### src/hw/rtl/tdma_slot_gate_timer_top_macros.svh
// Assertion macros shared by the TDMA slot gate timer RTL.
// Each macro expands to one labelled concurrent assertion clocked on aclk
// and switched off while aresetn is low.
`ifndef TDMA_SLOT_GATE_TIMER_TOP_MACROS_SVH
`define TDMA_SLOT_GATE_TIMER_TOP_MACROS_SVH

// The consequent must hold in the same cycle as the antecedent.
`define TDMA_ASSERT_SAME(label, ante, cons, msg) \
    label: assert property (@(posedge aclk) disable iff (!aresetn) (ante) |-> (cons)) \
        else $error(msg);

// The consequent must hold in the cycle after the antecedent.
`define TDMA_ASSERT_NEXT(label, ante, cons, msg) \
    label: assert property (@(posedge aclk) disable iff (!aresetn) (ante) |=> (cons)) \
        else $error(msg);

`endif

### src/hw/rtl/tdma_pkg.sv
`timescale 1ns / 1ps
`default_nettype none

package tdma_pkg;

    // Request kinds carried on the input channel.
    typedef enum logic [1:0] {
        MODE_TICK   = 2'd0,
        MODE_RESYNC = 2'd1,
        MODE_START  = 2'd2,
        MODE_STOP   = 2'd3
    } mode_t;

    // Configuration register indexes.
    localparam logic [2:0] CFG_SLOT_TICKS        = 3'd0;
    localparam logic [2:0] CFG_SLOTS_PER_FRAME   = 3'd1;
    localparam logic [2:0] CFG_OWNED_MASK        = 3'd2;
    localparam logic [2:0] CFG_FRAME_LIMIT       = 3'd3;
    localparam logic [2:0] CFG_FIRST_FRAME_START = 3'd4;

    localparam logic [6:0] MAX_SLOTS = 7'd64;

    // One result request.
    typedef struct packed {
        logic       transmit_enable;
        logic [5:0] slot_number;
        logic       in_frame;
        logic       frame_end;
        logic       active;
    } result_t;

    // A slot length of zero behaves as one tick.
    function automatic logic [23:0] eff_ticks(input logic [23:0] ticks);
        eff_ticks = (ticks == 24'd0) ? 24'd1 : ticks;
    endfunction

    // Slot count is held between one and the maximum slot count.
    function automatic logic [6:0] eff_slots(input logic [6:0] slots);
        if (slots == 7'd0) begin
            eff_slots = 7'd1;
        end else if (slots > MAX_SLOTS) begin
            eff_slots = MAX_SLOTS;
        end else begin
            eff_slots = slots;
        end
    endfunction

endpackage

`default_nettype wire

### src/hw/rtl/tdma_slot_gate_timer_top.sv
// Throughput: one request per clock cycle while s_ready is high; every request yields
// exactly one result. A two-entry output stage (output register plus skid register)
// registers each result at the edge that accepts its request and keeps s_ready high
// while a single result waits, so a stall on m_ready throttles the input only once the
// skid register fills. Reset (aresetn low, synchronous) restores the documented register
// values, stops the scheduler and empties the output stage; there is no clearing pass.
`timescale 1ns / 1ps
`default_nettype none

`include "tdma_slot_gate_timer_top_macros.svh"

module tdma_slot_gate_timer_top #(
    parameter int TIME_WIDTH = 48
) (
    input  wire         aclk,
    input  wire         aresetn,
    // Configuration write port
    input  wire         cfg_we,
    input  wire  [2:0]  cfg_index,
    input  wire  [63:0] cfg_wdata,
    // Input request channel
    input  wire         s_valid,
    output logic        s_ready,
    input  wire  [1:0]  s_mode,
    input  wire  [47:0] s_beacon_time,
    // Result channel
    output logic        m_valid,
    input  wire         m_ready,
    output logic        m_transmit_enable,
    output logic [5:0]  m_slot_number,
    output logic        m_in_frame,
    output logic        m_frame_end,
    output logic        m_active
);
    import tdma_pkg::*;

    // ------------------------------------------------------------------
    // Configuration registers. The frame length (ticks times slots) is kept
    // in a register of its own and refreshed when either factor is written,
    // so the multiplier sits on the configuration path and never on the
    // per-request path.
    // ------------------------------------------------------------------
    logic [23:0] slot_ticks_reg;
    logic [6:0]  slots_per_frame_reg;
    logic [63:0] owned_mask_reg;
    logic [31:0] frame_limit_reg;
    logic [30:0] frame_len_reg;

    logic [23:0] len_ticks;
    logic [6:0]  len_slots;
    logic [30:0] frame_len_next;

    always_comb begin
        len_ticks = eff_ticks(slot_ticks_reg);
        len_slots = eff_slots(slots_per_frame_reg);
        if (cfg_index == CFG_SLOT_TICKS) begin
            len_ticks = eff_ticks(cfg_wdata[23:0]);
        end
        if (cfg_index == CFG_SLOTS_PER_FRAME) begin
            len_slots = eff_slots(cfg_wdata[6:0]);
        end
        frame_len_next = {7'd0, len_ticks} * {24'd0, len_slots};
    end

    always_ff @(posedge aclk) begin
        if (!aresetn) begin
            slot_ticks_reg      <= 24'd1000;
            slots_per_frame_reg <= 7'd10;
            owned_mask_reg      <= 64'd1;
            frame_limit_reg     <= 32'd0;
            frame_len_reg       <= 31'd10000;
        end else if (cfg_we) begin
            case (cfg_index)
                CFG_SLOT_TICKS: begin
                    slot_ticks_reg <= cfg_wdata[23:0];
                    frame_len_reg  <= frame_len_next;
                end
                CFG_SLOTS_PER_FRAME: begin
                    slots_per_frame_reg <= cfg_wdata[6:0];
                    frame_len_reg       <= frame_len_next;
                end
                CFG_OWNED_MASK: begin
                    owned_mask_reg <= cfg_wdata;
                end
                CFG_FRAME_LIMIT: begin
                    frame_limit_reg <= cfg_wdata[31:0];
                end
                default: begin
                end
            endcase
        end
    end

    // Widen the configured quantities to the local time width.
    logic [63:0]           frame_len_wide;
    logic [63:0]           first_start_wide;
    logic [63:0]           beacon_wide;
    logic [TIME_WIDTH-1:0] frame_len_t;
    logic [TIME_WIDTH-1:0] first_start_t;
    logic [TIME_WIDTH-1:0] beacon_t;

    assign frame_len_wide   = {33'd0, frame_len_reg};
    assign first_start_wide = {16'd0, cfg_wdata[47:0]};
    assign beacon_wide      = {16'd0, s_beacon_time};
    assign frame_len_t      = frame_len_wide[TIME_WIDTH-1:0];
    assign first_start_t    = first_start_wide[TIME_WIDTH-1:0];
    assign beacon_t         = beacon_wide[TIME_WIDTH-1:0];

    // ------------------------------------------------------------------
    // Scheduler state
    // ------------------------------------------------------------------
    logic [TIME_WIDTH-1:0] local_time_reg,      local_time_next;
    logic [TIME_WIDTH-1:0] next_frame_time_reg, next_frame_time_next;
    logic [TIME_WIDTH-1:0] resync_time_reg,     resync_time_next;
    logic                  resync_pending_reg,  resync_pending_next;
    logic                  running_reg,         running_next;
    logic                  frame_active_reg,    frame_active_next;
    logic [5:0]            slot_position_reg,   slot_position_next;
    logic [23:0]           tick_position_reg,   tick_position_next;
    logic [31:0]           frames_remaining_reg, frames_remaining_next;

    logic                  accept;
    mode_t                 mode;
    logic [TIME_WIDTH-1:0] local_time_inc;
    logic [TIME_WIDTH-1:0] time_late;
    logic                  start_due;
    logic                  limit_on;
    logic [23:0]           tick_inc;
    logic [6:0]            slot_inc;
    result_t               result;

    assign accept         = s_valid && s_ready;
    assign mode           = mode_t'(s_mode);
    assign local_time_inc = local_time_reg + {{(TIME_WIDTH-1){1'b0}}, 1'b1};
    // The frame start counts as reached while local time is late by less
    // than half the time range, so the comparison survives wrap-around.
    assign time_late      = local_time_reg - next_frame_time_reg;
    assign start_due      = !time_late[TIME_WIDTH-1];
    assign limit_on       = (frame_limit_reg != 32'd0);

    always_comb begin
        local_time_next       = local_time_reg;
        next_frame_time_next  = next_frame_time_reg;
        resync_time_next      = resync_time_reg;
        resync_pending_next   = resync_pending_reg;
        running_next          = running_reg;
        frame_active_next     = frame_active_reg;
        slot_position_next    = slot_position_reg;
        tick_position_next    = tick_position_reg;
        frames_remaining_next = frames_remaining_reg;
        tick_inc              = 24'd0;
        slot_inc              = 7'd0;
        result                = '0;

        if (accept) begin
            // A tick may open a frame before it is counted.
            if ((mode == MODE_TICK) && !frame_active_reg && running_reg && start_due) begin
                if (limit_on && (frames_remaining_reg == 32'd0)) begin
                    running_next = 1'b0;
                end else begin
                    if (limit_on) begin
                        frames_remaining_next = frames_remaining_reg - 32'd1;
                    end
                    frame_active_next  = 1'b1;
                    slot_position_next = 6'd0;
                    tick_position_next = 24'd0;
                end
            end

            // The result names the slot this request falls into.
            result.slot_number     = frame_active_next ? slot_position_next : 6'd0;
            result.transmit_enable = frame_active_next && owned_mask_reg[slot_position_next];

            case (mode)
                MODE_TICK: begin
                    if (frame_active_next) begin
                        tick_inc = tick_position_next + 24'd1;
                        if (tick_inc >= eff_ticks(slot_ticks_reg)) begin
                            tick_position_next = 24'd0;
                            slot_inc = {1'b0, slot_position_next} + 7'd1;
                            if (slot_inc >= eff_slots(slots_per_frame_reg)) begin
                                // Last tick of the last slot closes the frame.
                                slot_position_next = 6'd0;
                                frame_active_next  = 1'b0;
                                result.frame_end   = 1'b1;
                                if (resync_pending_reg) begin
                                    next_frame_time_next = resync_time_reg;
                                    resync_pending_next  = 1'b0;
                                end else begin
                                    next_frame_time_next = next_frame_time_reg + frame_len_t;
                                end
                                if (limit_on && (frames_remaining_next == 32'd0)) begin
                                    running_next = 1'b0;
                                end
                            end else begin
                                slot_position_next = slot_inc[5:0];
                            end
                        end else begin
                            tick_position_next = tick_inc;
                        end
                    end
                    local_time_next = local_time_inc;
                end
                MODE_RESYNC: begin
                    // A resync during a frame waits for the frame to end.
                    resync_time_next = beacon_t + frame_len_t;
                    if (frame_active_reg) begin
                        resync_pending_next = 1'b1;
                    end else begin
                        next_frame_time_next = beacon_t + frame_len_t;
                        resync_pending_next  = 1'b0;
                    end
                end
                MODE_START: begin
                    running_next          = 1'b1;
                    frames_remaining_next = frame_limit_reg;
                end
                MODE_STOP: begin
                    running_next = 1'b0;
                end
                default: begin
                end
            endcase

            result.in_frame = frame_active_next;
            result.active   = running_next || frame_active_next;
        end

        // Writing the first frame start also reloads the next frame time.
        if (cfg_we && (cfg_index == CFG_FIRST_FRAME_START)) begin
            next_frame_time_next = first_start_t;
        end
    end

    always_ff @(posedge aclk) begin
        if (!aresetn) begin
            local_time_reg       <= '0;
            next_frame_time_reg  <= '0;
            resync_time_reg      <= '0;
            resync_pending_reg   <= 1'b0;
            running_reg          <= 1'b0;
            frame_active_reg     <= 1'b0;
            slot_position_reg    <= 6'd0;
            tick_position_reg    <= 24'd0;
            frames_remaining_reg <= 32'd0;
        end else begin
            local_time_reg       <= local_time_next;
            next_frame_time_reg  <= next_frame_time_next;
            resync_time_reg      <= resync_time_next;
            resync_pending_reg   <= resync_pending_next;
            running_reg          <= running_next;
            frame_active_reg     <= frame_active_next;
            slot_position_reg    <= slot_position_next;
            tick_position_reg    <= tick_position_next;
            frames_remaining_reg <= frames_remaining_next;
        end
    end

    // ------------------------------------------------------------------
    // Output stage: an output register with a skid register behind it. A
    // new request is taken whenever the skid register is free, so a single
    // waiting result never blocks the input.
    // ------------------------------------------------------------------
    result_t out_reg;
    result_t skid_reg;
    logic    out_valid_reg;
    logic    skid_valid_reg;
    logic    pop;

    assign s_ready = !skid_valid_reg;
    assign pop     = out_valid_reg && m_ready;

    always_ff @(posedge aclk) begin
        if (!aresetn) begin
            out_valid_reg  <= 1'b0;
            skid_valid_reg <= 1'b0;
        end else if (skid_valid_reg) begin
            if (pop) begin
                out_valid_reg  <= 1'b1;
                skid_valid_reg <= 1'b0;
            end
        end else if (!out_valid_reg || pop) begin
            out_valid_reg <= accept;
        end else if (accept) begin
            skid_valid_reg <= 1'b1;
        end
    end

    always_ff @(posedge aclk) begin
        if (skid_valid_reg) begin
            if (pop) begin
                out_reg <= skid_reg;
            end
        end else if (!out_valid_reg || pop) begin
            out_reg <= result;
        end else if (accept) begin
            skid_reg <= result;
        end
    end

    assign m_valid           = out_valid_reg;
    assign m_transmit_enable = out_reg.transmit_enable;
    assign m_slot_number     = out_reg.slot_number;
    assign m_in_frame        = out_reg.in_frame;
    assign m_frame_end       = out_reg.frame_end;
    assign m_active          = out_reg.active;

    // ------------------------------------------------------------------
    // Assertions
    // ------------------------------------------------------------------
    logic gate_open;
    logic frame_shown;
    logic tick_accept;
    logic event_accept;

    assign gate_open    = m_valid && m_transmit_enable;
    assign frame_shown  = m_in_frame || m_frame_end;
    assign tick_accept  = accept && (mode == MODE_TICK);
    assign event_accept = accept && (mode != MODE_TICK);

    // The skid register is only ever filled behind an occupied output register.
    `TDMA_ASSERT_SAME(a_skid_behind_out, skid_valid_reg, out_valid_reg, "skid full, output empty")
    // The gate can only be open inside a frame, or on the tick that closes it.
    `TDMA_ASSERT_SAME(a_gate_in_frame, gate_open, frame_shown, "gate open outside a frame")
    // Every accepted tick advances local time by exactly one.
    `TDMA_ASSERT_NEXT(a_tick_advances, tick_accept, local_time_reg == $past(local_time_inc), "tick lost")
    // Resync, start and stop requests leave local time alone.
    `TDMA_ASSERT_NEXT(a_event_holds_time, event_accept, $stable(local_time_reg), "time moved")

endmodule

`default_nettype wire
### config.mk
export PLATFORM = sky130hd
export DESIGN_NAME = tdma_slot_gate_timer_top
export DESIGN_NICKNAME = d
export VERILOG_FILES = /design/src/hw/rtl/tdma_pkg.sv /design/src/hw/rtl/tdma_slot_gate_timer_top.sv
export VERILOG_INCLUDE_DIRS = /design/src /design/src/hw/rtl
export SDC_FILE = /design/constraint.sdc
export NUM_CORES = 2
export LEC_CHECK = 0
export ABC_AREA = 1
export CORE_UTILIZATION = 50
export CTS_CLUSTER_DIAMETER = 100
export DETAILED_ROUTE_END_ITERATION = 12
export DONT_BUFFER_PORTS = 1
export GPL_ROUTABILITY_DRIVEN = 1
export PLACE_DENSITY_LB_ADDON = 0.3
export SETUP_SLACK_MARGIN = 0.05
export SLEW_MARGIN = 25
export SYNTH_ARGS = -nofsm -noshare
export SYNTH_HDL_FRONTEND = slang
export SYNTH_SLANG_ARGS = --single-unit
### constraint.sdc
create_clock -name aclk -period 13.21 [get_ports aclk]
set_input_delay 3.963 -clock aclk [delete_from_list [all_inputs] [get_ports aclk]]
set_output_delay 3.963 -clock aclk [all_outputs]
set_load 0.02 [all_outputs]
After elaboration in Yosys (flattened, before gate mapping)

Cells that the tools add are included.

Bits in registers: 389
Output and inout port bits: 12
Logic and storage cells: 173

Add/subtract/negate cells: 7
$mul: 1
Order comparisons: 5
Equality and inequality tests: 15
Muxes and demuxes: 77
Bitwise logic cells: 2
Reductions and logical operators: 40

Operator list:

| kind                  | number |
|---|---|
| $mux 48               | 7 |
| $mux 24               | 9 |
| $mux 32               | 5 |
| $add 48x31->48        | 2 |
| $pmux 48 s2           | 1 |
| $logic_not 32->1      | 2 |
| $mux 7                | 9 |
| $add 48x1->48 const B | 1 |
| $logic_not 24->1      | 2 |
| $mux 6                | 8 |
| $sub 48x48->48        | 1 |
| $mux 10               | 4 |
| $reduce_bool 32->1    | 1 |
| $sub 32x1->32 const B | 1 |
| $mul 24x7->31         | 1 |
| $mux 1                | 31 |
| $add 24x1->24 const B | 1 |
| $ge 24x24->1          | 1 |
| $reduce_and 2->1      | 8 |
| $gt 7x7->1 const B    | 2 |
| $logic_not 7->1       | 2 |
| $ne 3x3->1 const B    | 4 |
| $logic_and 1x1->1     | 9 |
| $add 6x1->7 const B   | 1 |
| 23 further kinds      | 34 |

Longest topological paths before layout

Depth after elaboration: 22
Gate-level depth with buffers: 44
Mapped depth without buffers: 40

Worst setup path before layout

OpenSTA, ideal clock, no wires.

Path kind: in2reg
Start point: in cfg_index[1]
End point: reg frame_len_reg[28]
Library setup time: 0.115 ns
Arrival time: 9.190 ns
Required time: 13.095 ns
Path slack: 3.905 ns
Cell stages on the path: 24
Path buffers: 1
Cell sequence: nor3_1 inv_1 nor2_1 inv_1 o22ai_1 clkbuf_1 nand2_1 fa_1 inv_1 fa_1 fa_1 fa_1 ha_1 nand2_1 nor4_1 nand4_1 nand3_1 nand2_1 o211ai_1 a31oi_1 o21ai_0 xor2_1 o21ai_0 inv_1

Word-level cells in the longest chain between the ends: 3
Elaborated cells on any way between the ends: 7
Those cells by class: mul (1); eq/ne (1); mux (2); reduce/logical (3)

RTL lines:

| element                                           | RTL line                                                                                       | text |
|---|---|---|
| start, declared                                   | tdma_slot_gate_timer_top.sv:19                                                                 | `input wire [2:0] cfg_index,` |
| $eq 3x1->1 or $logic_not 3->1 (tied branches)     | tdma_slot_gate_timer_top.sv:59, tdma_slot_gate_timer_top.sv:73, tdma_slot_gate_timer_top.sv:56 |  |
| $mux 7 (tied with other cells)                    | tdma_slot_gate_timer_top.sv:59                                                                 | `if (cfg_index == CFG_SLOTS_PER_FRAME) begin` |
| $mul 24x7->31 or $reduce_and 2->1 (tied branches) | -                                                                                              |  |
| end signal, assigned                              | tdma_slot_gate_timer_top.sv:76                                                                 | `frame_len_reg <= frame_len_next;` |
| end signal, assigned                              | tdma_slot_gate_timer_top.sv:80                                                                 | `frame_len_reg <= frame_len_next;` |
| end, declared                                     | tdma_slot_gate_timer_top.sv:47                                                                 | `logic [30:0] frame_len_reg;` |

Several ways; a longest one is shown, not always the timed one.
A chain may end at the register's enable or synchronous reset.

Worst setup path after layout

Start point: in cfg_index[0]
End point: reg frame_len_reg[28]

The elaborated chain is that of the path after synthesis.

==> parameters.txt <==
Parameter                              Value

Status
  Outcome ... finished clean

Route
  Per-cell via count in the routed design ... 5.766
  Routed wire length ... 110700 um
  Number of DRC violations after detailed-routing iteration 0 ... 3563
  Routed len/inst ... 19.63 um
  Routed Antenna Nets ... 0
  Number of detailed-route iterations in the first pass ... 8
  Routed vias ... 32500
  DRC violation count after routing ... 0

Critical path
  CP dominant cell by count ... sky130_fd_sc_hd__inv_1
  Maximum cell stage delay along the critical path ... 740 ps
  Arrival time reported for the critical path endpoint ... 10550 ps
  Category of the worst setup path capture point ... flop
  Critical path's slowest cell ... sky130_fd_sc_hd__o22ai_1
  Critical path startpoint category ... input port
  Cell type group with the largest total delay on the critical path ... adder cells
  Required time of the critical path ... 13700 ps
  Critical path buffers and inverters ... 6
  Critical path peak fanout ... 13
  Type of the setup path with the least slack ... input port to flop

Timing
  Maximum achievable frequency ... 99.31 MHz
  Shortest period the worst path allows ... 10070 ps
  Final Slew Violations ... 0
  Tightest Pin Transition ... 1052 ps
  Final worst hold slack ... 461.3 ps
  Final setup skew ... 31.71 ps
  Final-report hold violation count ... 0
  # setup viols final ... 0
  Sum of negative setup slack ... 0 ps
  Period Utilization, post-route ... 76.22%
  RSZ-0062 raised after global routing ... no
  Relative max-transition margin ... 29.90%

Yosys
  Synthesized cell area ... 0.03196 sq mm
  Synth top area cells ... sky130_fd_sc_hd__dfxtp_1, sky130_fd_sc_hd__nand2_1, sky130_fd_sc_hd__ha_1
  EDFF count, synth ... 20
  Synth Register Bits ... 389
  Average cell area after synthesis ... 6.580 sq um
  Proportion of synthesized flip-flops having asynchronous set or reset ... 0%
  Cell type with the largest total area after synthesis ... sky130_fd_sc_hd__dfxtp_1
  Share of the synthesized area in the top cell type ... 23.11%
  Top FF cell, synth ... sky130_fd_sc_hd__dfxtp_1
  Register area share after synthesis ... 24.99%
  Cells after Synth ... 4857
  Distinct cell type count after synthesis ... 60
  Yosys warns ... 0
  Post-synthesis net count ... 5282

Finish
  Max reg flops ... 64
  Share of layout cells above drive strength 1 ... 4.661%
  Most common library cell in the layout ignoring fill and taps ... sky130_fd_sc_hd__nand2_1
  Nets ... 5172
  Summed area of non-filler cells in the final layout ... 0.03415 sq mm
  Area delta synth->final ... 6.859%
  Most frequent cells in the layout ... sky130_fd_sc_hd__nand2_1, sky130_fd_sc_hd__inv_1, sky130_fd_sc_hd__a21oi_1, sky130_fd_sc_hd__nor2_1, sky130_fd_sc_hd__o21ai_0

Pwr
  Areal power density over the cells ... 107.6 mW/mm^2
  Leakage Power ... 15.21 nW
  Largest voltage drop on the vdd net ... 0.1776 mV
  Total power ... 3.674 mW

CTS
  CTS-repair resized insts ... 0
  Cts bufs inserted ... 48
  Root buf cell ... sky130_fd_sc_hd__clkbuf_16
  Clock tree from TritonCTS ... built
  H-tree depth reported by CTS ... 2
  Worst skew pair latency ... 610 ps
  # Post-CTS Setup Buffers ... 0
  Number of clock sinks ... 389
  Clock transition at the register clock pins on the worst setup and hold paths after CTS ... 60 ps
  Quantity of hold-fixing buffers added after cts ... 0
  Maximum clock insertion buffer count ... 3

Floorplanning
  Core area ... 0.06308 sq mm
  Starting Density ... 50.66%
  Top-level I/O count ... 134
  DIE AREA ... 0.06493 sq mm
  Die Y-Extent ... 254.8 um
  FP Rows ... 92
  Width of the die ... 254.8 um

Global route
  Global-route usage over all layers ... 33.86%
  Pin count of the biggest net entering global routing ... 229
  Number of antenna violations at the first check in global routing ... 12
  First-pass GRT wire length ... 171500 um
  Vias in the first global route ... 30040
  Final global-route overflow total ... 0

Job
  Maximum Capacitance Violations ... 0

Placed design
  Post-detailed-placement half-perimeter wirelength ... 84540 um
  Routability-driven placement congestion ratio ... 0.9966
  Placed Area ... 0.03250 sq mm
  # port buffers ... 0

Hold path
  Min-delay worst type ... flop to flop
-- cell families (layout without fill, tap and decap cells) --
kind of cell	Yosys count	in the layout	share of synthesized area [%]
AOI/OAI and AO/OA	1127	1127	19.48
xor gates and xnor gates	115	115	3.152
adders and majority gates	303	303	14.47
buffers and inverters	850	777	10.23
DFF	389	389	24.99
other	0	6	0
and+or+nand+nor	2073	2073	27.68
-- worst paths after layout --
path                            cells past startpoint  slack (ps)                     from                      end
worst min-delay path                                2         460       owned_mask_reg[48]       owned_mask_reg[48]
worst max-delay path                               25        3140             cfg_index[0]        frame_len_reg[28]
worst max register to register                     32        5410  next_frame_time_reg[46]  next_frame_time_reg[47]
worst min register to register                      2         460       owned_mask_reg[48]       owned_mask_reg[48]
-- per-stage QoR --
| stage | cells | util (%) | worst slack (ps) |
|---|---|---|---|
| final | 5636 | 54.14 | 3141 |
| after global routing | 5630 | 54.12 | 2522 |
| after CTS | 5630 | 54.12 | 3140 |
| after detailed placement | 5543 | 51.52 | 2537 |
| after global placement | 5543 | 51.52 | 2763 |
| after floorplan | 4857 | - | 3905 |
-- where the power goes --
| group | switching [mW] | internal (mW) |
|---|---|---|
| Combinational | 0.652 | 0.332 |
| Sequential | 0.0605 | 1.23 |
| Clock | 0.578 | 0.818 |
-- cell usage after synthesis, types with 10 or more instances --
cell                          n
sky130_fd_sc_hd__edfxtp_1    20
sky130_fd_sc_hd__o211ai_1    92
sky130_fd_sc_hd__o21bai_1    11
sky130_fd_sc_hd__buf_2       18
sky130_fd_sc_hd__clkbuf_1   155
sky130_fd_sc_hd__fa_1       111
sky130_fd_sc_hd__o21ai_1     23
sky130_fd_sc_hd__nor4_1      39
sky130_fd_sc_hd__inv_1      637
sky130_fd_sc_hd__or2_2       10
sky130_fd_sc_hd__inv_2       17
sky130_fd_sc_hd__nand3_1    226
sky130_fd_sc_hd__nand2_1   1118
sky130_fd_sc_hd__ha_1       192
sky130_fd_sc_hd__dfxtp_1    369
sky130_fd_sc_hd__nand2_2     14
sky130_fd_sc_hd__nand4_1     59
sky130_fd_sc_hd__nor3_1      62
sky130_fd_sc_hd__nor2_1     466
sky130_fd_sc_hd__xor2_1      70
sky130_fd_sc_hd__xnor2_1     45
sky130_fd_sc_hd__nand3_2     10
sky130_fd_sc_hd__a21o_1      11
sky130_fd_sc_hd__a21oi_1    476
sky130_fd_sc_hd__o21ai_0    413
sky130_fd_sc_hd__a31oi_1     23
sky130_fd_sc_hd__o21a_1      36
sky130_fd_sc_hd__nor2_2      15
-- worst min-delay path, cell delays in order, from the launching register on --
cell and delay [ps]:
sky130_fd_sc_hd__dfxtp_1 290, sky130_fd_sc_hd__inv_1 60, sky130_fd_sc_hd__a21oi_1 60
-- final cells by class --
type | count | area (sq um)
Timing Repair Buffer | 31 | 232.7
Fill cell | 6384 | 28930
Multi-Input combinational cell | 3618 | 20740
Clock buffer | 62 | 1336
Sequential cell | 389 | 7988
Tap cell | 846 | 1059
Antenna cell | 6 | 15.01
Clock inverter | 25 | 302.8
Inverter | 659 | 2476
-- per-layer routing --
layer / vias to the layer above / routed length [um] / GRT usage (%)
met1: 15010 / 47120 / 46.25
met4: 10 / 4897 / 14.68
met2: 1449 / 47070 / 51.17
li1: 15760 / - / -
met3: 268 / 11490 / 7.393
met5: - / 75 / 0
Power figures use the tool's default switching activity.
